<file path="src/sv/evw_pkg.sv">
package evw_pkg;

   // Default store capacity
   localparam int EVW_MAX_VERTICES = 16384;

   // Fixed field widths
   localparam int COORD_W  = 32;
   localparam int PARENT_W = 14;
   localparam int COUNT_W  = 15;

   // Commands from the controller to the datapath
   typedef struct packed {
      logic load;   // take the accepted word, restart the scan
      logic scan;   // walk the store one entry per cycle
      logic emit;   // update counters, store, and result register
   } evw_cmd_type;

   // Status from the datapath to the controller
   typedef struct packed {
      logic vtx_full;     // vertex counter saturated at capacity
      logic store_empty;  // no distinct vertex stored yet
      logic hit;          // compared entry equals the vertex
      logic scan_end;     // compared entry was the last stored one
      logic out_free;     // result register can take a word
   } evw_sts_type;

endpackage

</file>
<file path="src/sv/evw_ctrl.sv">
module evw_ctrl import evw_pkg::*; (
   input  logic        clock,
   input  logic        reset,
   input  logic        req_valid,
   output logic        req_ready,
   input  evw_sts_type sts,
   output evw_cmd_type cmd
);

   typedef enum logic [2:0] {
      S_IDLE = 3'b001,
      S_SCAN = 3'b010,
      S_EMIT = 3'b100
   } state_type;

   state_type state_ff, state_in;

   assign req_ready = (state_ff == S_IDLE);

   // Decode commands from the current state
   always_comb begin
      cmd      = '0;
      cmd.load = (state_ff == S_IDLE) && req_valid;
      cmd.scan = (state_ff == S_SCAN);
      cmd.emit = (state_ff == S_EMIT) && sts.out_free;
   end

   // Advance the sequence
   always_comb begin
      state_in = state_ff;
      unique case (state_ff)
         S_IDLE: begin
            if (req_valid) begin
               if (sts.vtx_full || sts.store_empty) begin
                  state_in = S_EMIT;
               end else begin
                  state_in = S_SCAN;
               end
            end
         end
         S_SCAN: begin
            if (sts.hit || sts.scan_end) begin
               state_in = S_EMIT;
            end
         end
         S_EMIT: begin
            if (sts.out_free) begin
               state_in = S_IDLE;
            end
         end
         default: state_in = S_IDLE;
      endcase
   end

   always_ff @(posedge clock) begin
      if (reset) begin
         state_ff <= S_IDLE;
      end else begin
         state_ff <= state_in;
      end
   end

endmodule

</file>
<file path="config.mk">
export PLATFORM = sky130hd
export DESIGN_NAME = evw_ctrl
export DESIGN_NICKNAME = d
export VERILOG_FILES = /design/src/sv/evw_pkg.sv /design/src/sv/evw_ctrl.sv
export SDC_FILE = /design/constraint.sdc
export NUM_CORES = 1
export LEC_CHECK = 0
export ABC_AREA = 1
export BUFFER_PORTS_ARGS = -buffer_cell sky130_fd_sc_hd__clkbuf_2
export CORE_AREA = 3 3 40 42
export DETAILED_ROUTE_END_ITERATION = 10
export DIE_AREA = 0 0 43 45
export PLACE_DENSITY = 0.44
export SKIP_CTS_REPAIR_TIMING = 1
export SKIP_LAST_GASP = 1
export SYNTH_ARGS = -nofsm -noshare
export SYNTH_HDL_FRONTEND = slang
export SYNTH_SLANG_ARGS = --single-unit
</file>
<file path="constraint.sdc">
create_clock -name clock -period 1 [get_ports clock]
set_input_delay 0.3 -clock clock [delete_from_list [all_inputs] [get_ports clock]]
set_output_delay 0.3 -clock clock [all_outputs]
set_load 0.02 [all_outputs]
</file>
Yosys cells after proc, flatten, opt, wreduce, memory -nomap -nowiden
Cells that the tools add are included.

Equal/unequal tests: 6. Mux-type cells: 5. Reduce and logical (&&, ||, !) cells: 5.

Operators by type and width (number): two-way mux 3 bit (4); case mux 3 bit (3 select lines) (1); inequality test 2 bit, second input constant (2); equality test 3 x 1 -> 1 bit, second input constant (1); equality test 3 x 2 -> 1 bit, second input constant (1); equality test 3 bit, second input constant (1); AND reduction 3 bit (1); logical AND 1 bit (2); logical OR 1 bit (2); inequality test 2 x 1 -> 1 bit, second input constant (1).

Flip-flop bits (word level): 3. Input bits: 8. Word-level logic and storage cells: 17.

Logic depth before layout (Yosys ltp)
Gate-level depths: netlist of the first run.

Depth in word-level cells: 4. Gate-level depth with buffers: 7.

Least setup slack after synthesis of the first run
No wires, ideal clock.

Kind: reg-to-output. Start: register state_ff[2]. End: output port cmd[0] (netlist name). Arrival: 1089 ps. Setup slack: -389 ps. Cell stages (with the launch flop): 3. Path through: dfxtp_1 > inv_1 > nor4_1.

RTL lines: start, declared (line evw_ctrl.sv:16) `state_type state_ff, state_in;`; start signal, assigned (line evw_ctrl.sv:59) `state_ff <= state_in;`; end, declared (line evw_ctrl.sv:7) `output evw_cmd_type cmd`.

==> flow_metrics.env, run 1 <==
export IMPL_outcome="finished, violations left"
export IMPL_violations="setup timing"
export IMPL_critPathKind="flip-flop to primary output"
export IMPL_wl_per_cell_um=7.55
export IMPL_largest_reg_flops=3
export IMPL_cp_arrival_ns=1.03
export IMPL_synth_top_area_cell="dfxtp_1"
export IMPL_synth_nets=44
export IMPL_multiInputGateArea_um2=165
export IMPL_synth_top_area_share=0.270
export IMPL_cts_buffers=3
export IMPL_yosysWarnings=0
export IMPL_netlist_top_cells_count="nor2_1 (9), inv_1 (6), nand2_1 (4)"
export IMPL_clock_sinks=3
export IMPL_netlist_top_cells_area="dfxtp_1 (27%), nor2_1 (15%), inv_1 (10%)"
export IMPL_viasPerCell=3.86
export IMPL_syn2layout_area_growth_pct=93.8
export IMPL_hpwl_um=478
export IMPL_cts_tree="built"
export IMPL_async_flop_share=0
export IMPL_synth_seq_area_share=0.270
export IMPL_die_w_um=43
export IMPL_end_kind="primary output"
export IMPL_port_buffer_count=11
export IMPL_slew_headroom=0.885
export IMPL_drt_wl_total_um=536
export IMPL_synth_ff_type="dfxtp_1"
export IMPL_fin_worst_skew_ns=0.000401
export IMPL_hold_violations=0
export IMPL_insertion_delay_ns=0.23
export IMPL_grt_pass1_wl_um=883
export IMPL_hold_class="input pin to flip-flop"
export IMPL_finalInstanceArea_um2=432
export IMPL_drt_iter0_markers=2
export IMPL_cts_clk_slew_worst_paths_ns=0.03
export IMPL_ant_nets=0
export IMPL_crit_fanout=4
export IMPL_grt_pass1_vias=237
export IMPL_final_core_util=0.336
export IMPL_fin_setup_tns_ns=-1.37
export IMPL_htree_levels=1
export IMPL_nets=65
export IMPL_start_kind="flip-flop"
export IMPL_syn_area_um2=223
export IMPL_synth_cells=36
export IMPL_initial_core_util=0.173
export IMPL_rsz0062_at_grt="true"
export IMPL_synth_seq_cells=3
export IMPL_powerDensity_mw_per_mm2=3190
export IMPL_fp_row_count=13
export IMPL_fillers=155
export IMPL_regMostFlops="state_ff"
export IMPL_worst_slack_ns=-0.330
export IMPL_grt_max_degree=5
export IMPL_drive_above_1_share=0.607
export IMPL_diodes=0
export IMPL_leakage_nw=0.226
export IMPL_die_area_mm2=0.00194
export IMPL_max_freq_ghz=0.752
export IMPL_setup_viol_count_final=7
export IMPL_post_route_drc_count=0
export IMPL_coreArea_mm2=0.00128
export IMPL_synth_edff_count=0
export IMPL_first_pass_iters=2
export IMPL_num_vias=274
export IMPL_reg_top3="state_ff x3"
export IMPL_maxCapViolations=0
export IMPL_cts_buffer_depth=2
export IMPL_die_h_um=45
export IMPL_gr_total_overflow=0
export IMPL_pin_count=12
export IMPL_seqCellArea_um2=68.8
export IMPL_track_usage=0.0599
export IMPL_place_area_um2=380
export IMPL_root_buffer="clkbuf_4"
export IMPL_ys_types=14
export IMPL_final_max_slew_viol_count=0
export IMPL_layout_worst_path_cycle_share=1.33
export IMPL_required_ns=0.70
export IMPL_place_congestion=0.699
export IMPL_antenna_found_initial=0
export IMPL_peakVddDrop_mv=0.774
export IMPL_period_needed_ns=1.33
export IMPL_avgSynthCellArea_um2=6.19
export IMPL_yosysMostFrequentCell="nor2_1"
export IMPL_hold_slack_ns=0.307
export IMPL_worstMarginPinSlew_ns=0.171
power breakdown:
group | total, mW | switching (mW) | internal (mW)
clock network | 0.205 | 0.0563 | 0.149
registers | 0.294 | 0.0917 | 0.202
logic | 0.876 | 0.442 | 0.434
kinds of logic (layout without fill, tap and decap cells):
family                 after synthesis  count (layout)  share of synthesized area
buffers and inverters                8              28                      0.135
AND/OR/NAND/NOR                     22              22                      0.528
flip-flops                           3               3                      0.270
AO/OA/AOI/OAI                        3               3                     0.0674
worst max-delay path: stages (launching register included):
cell and delay (ns):
dfxtp_4 0.37, inv_2 0.05, nor2_4 0.10, nand2_4 0.07, nor2_4 0.10, buf_6 0.11
path summary, 6_finish.rpt:
check / from / to / slack [ns] / depth (start not counted)
max reg2reg: state_ff[0] / state_ff[1] / -0.08 / 7
max: state_ff[0] / cmd[2] / -0.33 / 5
min: reset / state_ff[0] / 0.31 / 3
min reg2reg: state_ff[1] / state_ff[1] / 0.58 / 4
layout make-up:
class | count | area share
Multi-Input combinational cell | 25 | 0.383
Timing Repair Buffer | 16 | 0.278
Tap cell | 15 | 0.0435
Clock buffer | 4 | 0.0609
Inverter | 8 | 0.0754
Sequential cell | 3 | 0.159
layer usage:
layer | vias up | track usage | wire length, um
met3 | 0 | 0.0239 | 29
li1 | 154 | - | -
met1 | 114 | 0.0671 | 236
met5 | - | 0 | 0
met4 | 0 | 0.0181 | 0
met2 | 6 | 0.105 | 269
stage by stage:
stage	setup slack (ns)	instances	power [mW]
3_5_place_dp	-0.172	67	1.08
5_1_grt	-0.391	71	1.51
6_report	-0.330	71	1.38
4_1_cts	-0.381	71	1.30
3_3_place_gp	-0.157	67	1.08
2_1_floorplan	-0.0446	36	0.760
placed cells by master, fill, tap and decap left out, drive strengths merged:
cell    synthesis  routed
a21oi           1       1
buf             0       9
clkbuf          0      11
dfxtp           3       3
inv             8       8
nand2           5       5
nand3           5       5
nor2           10      10
nor3            1       1
nor4            1       1
o21ai           2       2
Power figures use the tool's default switching activity.
==> run 2: changes to the inputs <==
- ABC_AREA: 1 -> 0
- PLACE_DENSITY: 0.44 -> 0.4
==> run 2 against run 1 <==
Net effect:
- largest cell class unchanged
- critical path depth fell by 3
- fmax down 1.5%
- largest power group is now the clock network
- cell count decreased by 25%
- highest routed layer is now met4
- sequential share of layout area rose by 2.0 points
- flip-flop and latch count unchanged
- count of clock-buffer cells in the layout unchanged
- the run still ends with setup timing left
- via count shrank 21%
- first-iteration DRC count is 50% lower
- sequential power fell by 49%
- worst setup slack worse by 0.021 ns
- non-clock buffer count did not move
- register-to-register slack got worse by 0.07 ns
==> flow_metrics.env, run 2 <==
export IMPL_layoutNonFillerInstCount=53
export IMPL_drt_iter0_markers=1
export IMPL_powerDensity_mw_per_mm2=1280
export IMPL_place_congestion=0.679
export IMPL_track_usage=0.0574
export IMPL_cp_arrival_ns=1.05
export IMPL_htree_levels=1
export IMPL_hold_violations=0
export IMPL_diodes=0
export IMPL_synth_nets=26
export IMPL_gr_total_overflow=0
export IMPL_r2r_cells=4
export IMPL_dpl_cell_count=47
export IMPL_nets=47
export IMPL_hold_class="input pin to flip-flop"
export IMPL_netlist_top_cells_count="dfxtp_1 (3), nor2_1 (3), inv_1 (2), nor4b_1 (2)"
export IMPL_slew_headroom=0.648
export IMPL_grt_max_degree=7
export IMPL_synth_ff_type="dfxtp_1"
export IMPL_post_route_drc_count=0
export IMPL_r2r_start="state_ff[2]"
export IMPL_cts_clk_slew_worst_paths_ns=0.04
export IMPL_drive_above_1_share=0.763
export IMPL_grt_pass1_wl_um=759
export IMPL_cts_tree="built"
export IMPL_final_core_util=0.310
export IMPL_worstMarginPinSlew_ns=0.521
export IMPL_fin_worst_skew_ns=0.00279
export IMPL_cts_buffers=3
export IMPL_crit_fanout=6
export IMPL_fp_row_count=13
export IMPL_violations="setup timing"
export IMPL_end_kind="primary output"
export IMPL_outcome="finished, violations left"
export IMPL_port_buffer_count=11
export IMPL_synth_edff_count=0
export IMPL_syn2layout_area_growth_pct=132
export IMPL_worst_slack_ns=-0.351
export IMPL_leakage_nw=0.168
export IMPL_holdCritStartpoint="reset"
export IMPL_synth_cells=18
export IMPL_reg2reg_slack_ns=-0.15
export IMPL_ant_nets=0
export IMPL_final_max_slew_viol_count=0
export IMPL_critPathKind="flip-flop to primary output"
export IMPL_place_area_um2=319
export IMPL_synth_top_area_cell="dfxtp_1"
export IMPL_grt_pass1_vias=201
export IMPL_min_to="state_ff[1]"
export IMPL_die_area_mm2=0.00194
export IMPL_period_needed_ns=1.35
export IMPL_fin_setup_tns_ns=-1.72
export IMPL_max_freq_ghz=0.740
export IMPL_regMostFlops="state_ff"
export IMPL_start_kind="flip-flop"
export IMPL_netlist_top_cells_area="dfxtp_1 (35%), nor4b_1 (10%), and4bb_1 (7.3%)"
export IMPL_largest_reg_flops=3
export IMPL_hold_depth=2
export IMPL_antenna_found_initial=0
export IMPL_setup_viol_count_final=7
export IMPL_root_buffer="clkbuf_4"
export IMPL_num_vias=217
export IMPL_maxCapViolations=0
export IMPL_syn_area_um2=171
export IMPL_required_ns=0.70
export IMPL_clock_sinks=3
export IMPL_cts_buffer_depth=2
export IMPL_synth_seq_cells=3
export IMPL_reg_top3="state_ff x3"
export IMPL_coreArea_mm2=0.00128
export IMPL_peakVddDrop_mv=0.321
export IMPL_power_mw=0.507
export IMPL_first_pass_iters=2
export IMPL_finalInstanceArea_um2=398
export IMPL_synth_seq_area_share=0.350
export IMPL_initial_core_util=0.133
export IMPL_hpwl_um=428
export IMPL_synth_top_area_share=0.350
export IMPL_viasPerCell=4.09
export IMPL_wl_per_cell_um=9.98
export IMPL_rsz0062_at_grt="true"
export IMPL_final_cell_mix="clkbuf_2 (7), buf_4 (5), buf_6 (4)"
export IMPL_layout_worst_path_cycle_share=1.35
export IMPL_hold_slack_ns=0.271
export IMPL_r2r_end="state_ff[0]"
export IMPL_ys_types=12
export IMPL_yosysWarnings=0
export IMPL_final_common_cell="clkbuf_2"
export IMPL_drt_wl_total_um=529
export IMPL_avgSynthCellArea_um2=9.52
export IMPL_pre_cts_slack_ns=-0.155
export IMPL_insertion_delay_ns=0.23
export IMPL_async_flop_share=0
export IMPL_pin_count=12
export IMPL_die_w_um=43
export IMPL_die_h_um=45
## run 2: changes by cell type in the layout (fill, tap and decap cells not counted), sizes merged, moves of 2 or more
cell and change:
nor3b +2, inv -6, nor2 -7, nand3 -5
nand2 -5, o21ai -2, nor4b +2
## run 2: layout make-up
cell class / instances / area [um2]
Clock buffer: 4 / 26.3
Sequential cell: 3 / 71.3
Fill cell: 132 / 887
Multi-Input combinational cell: 13 / 156
Tap cell: 15 / 18.8
Timing Repair Buffer: 16 / 118
Inverter: 2 / 7.51
## run 2: worst max-delay path, cell delays in order (launching register included)
cell and delay (ns):
dfxtp_4 0.36, and4bb_4 0.35, buf_6 0.12
## run 2: power breakdown
group          switching [mW]  leakage, nW  internal, mW
clock                  0.0571       0.0150         0.149
combinational          0.0554        0.127        0.0962
sequential             0.0211       0.0261         0.128
total                   0.134        0.168         0.374
## run 2: worst max path at each step
stage	from	end	cells after the start	slack [ns]
after global placement	sts[0]	cmd[0]	3	-0.15
after detailed placement	sts[0]	cmd[0]	3	-0.15
final	state_ff[2]	cmd[2]	2	-0.35
after floorplan	state_ff[0]	state_ff[2]	3	-0.07
after global routing	state_ff[0]	cmd[0]	2	-0.39
after CTS	state_ff[0]	req_ready	2	-0.41
## run 2: metal layers
layer	vias to the layer above	GRT usage	wire, um
met1	98	0.0456	180
met5	-	0	0
li1	110	-	-
met4	0	0.0542	6
met2	7	0.0898	298
met3	2	0.0438	43
## run 2: kinds of logic (layout without fill, tap and decap cells)
kind of cell,Yosys count,in the layout,share of synthesized area
AOI/OAI and AO/OA,4,4,0.190
and+or+nand+nor,9,9,0.416
buffers and inverters,2,22,0.0438
DFF,3,3,0.350
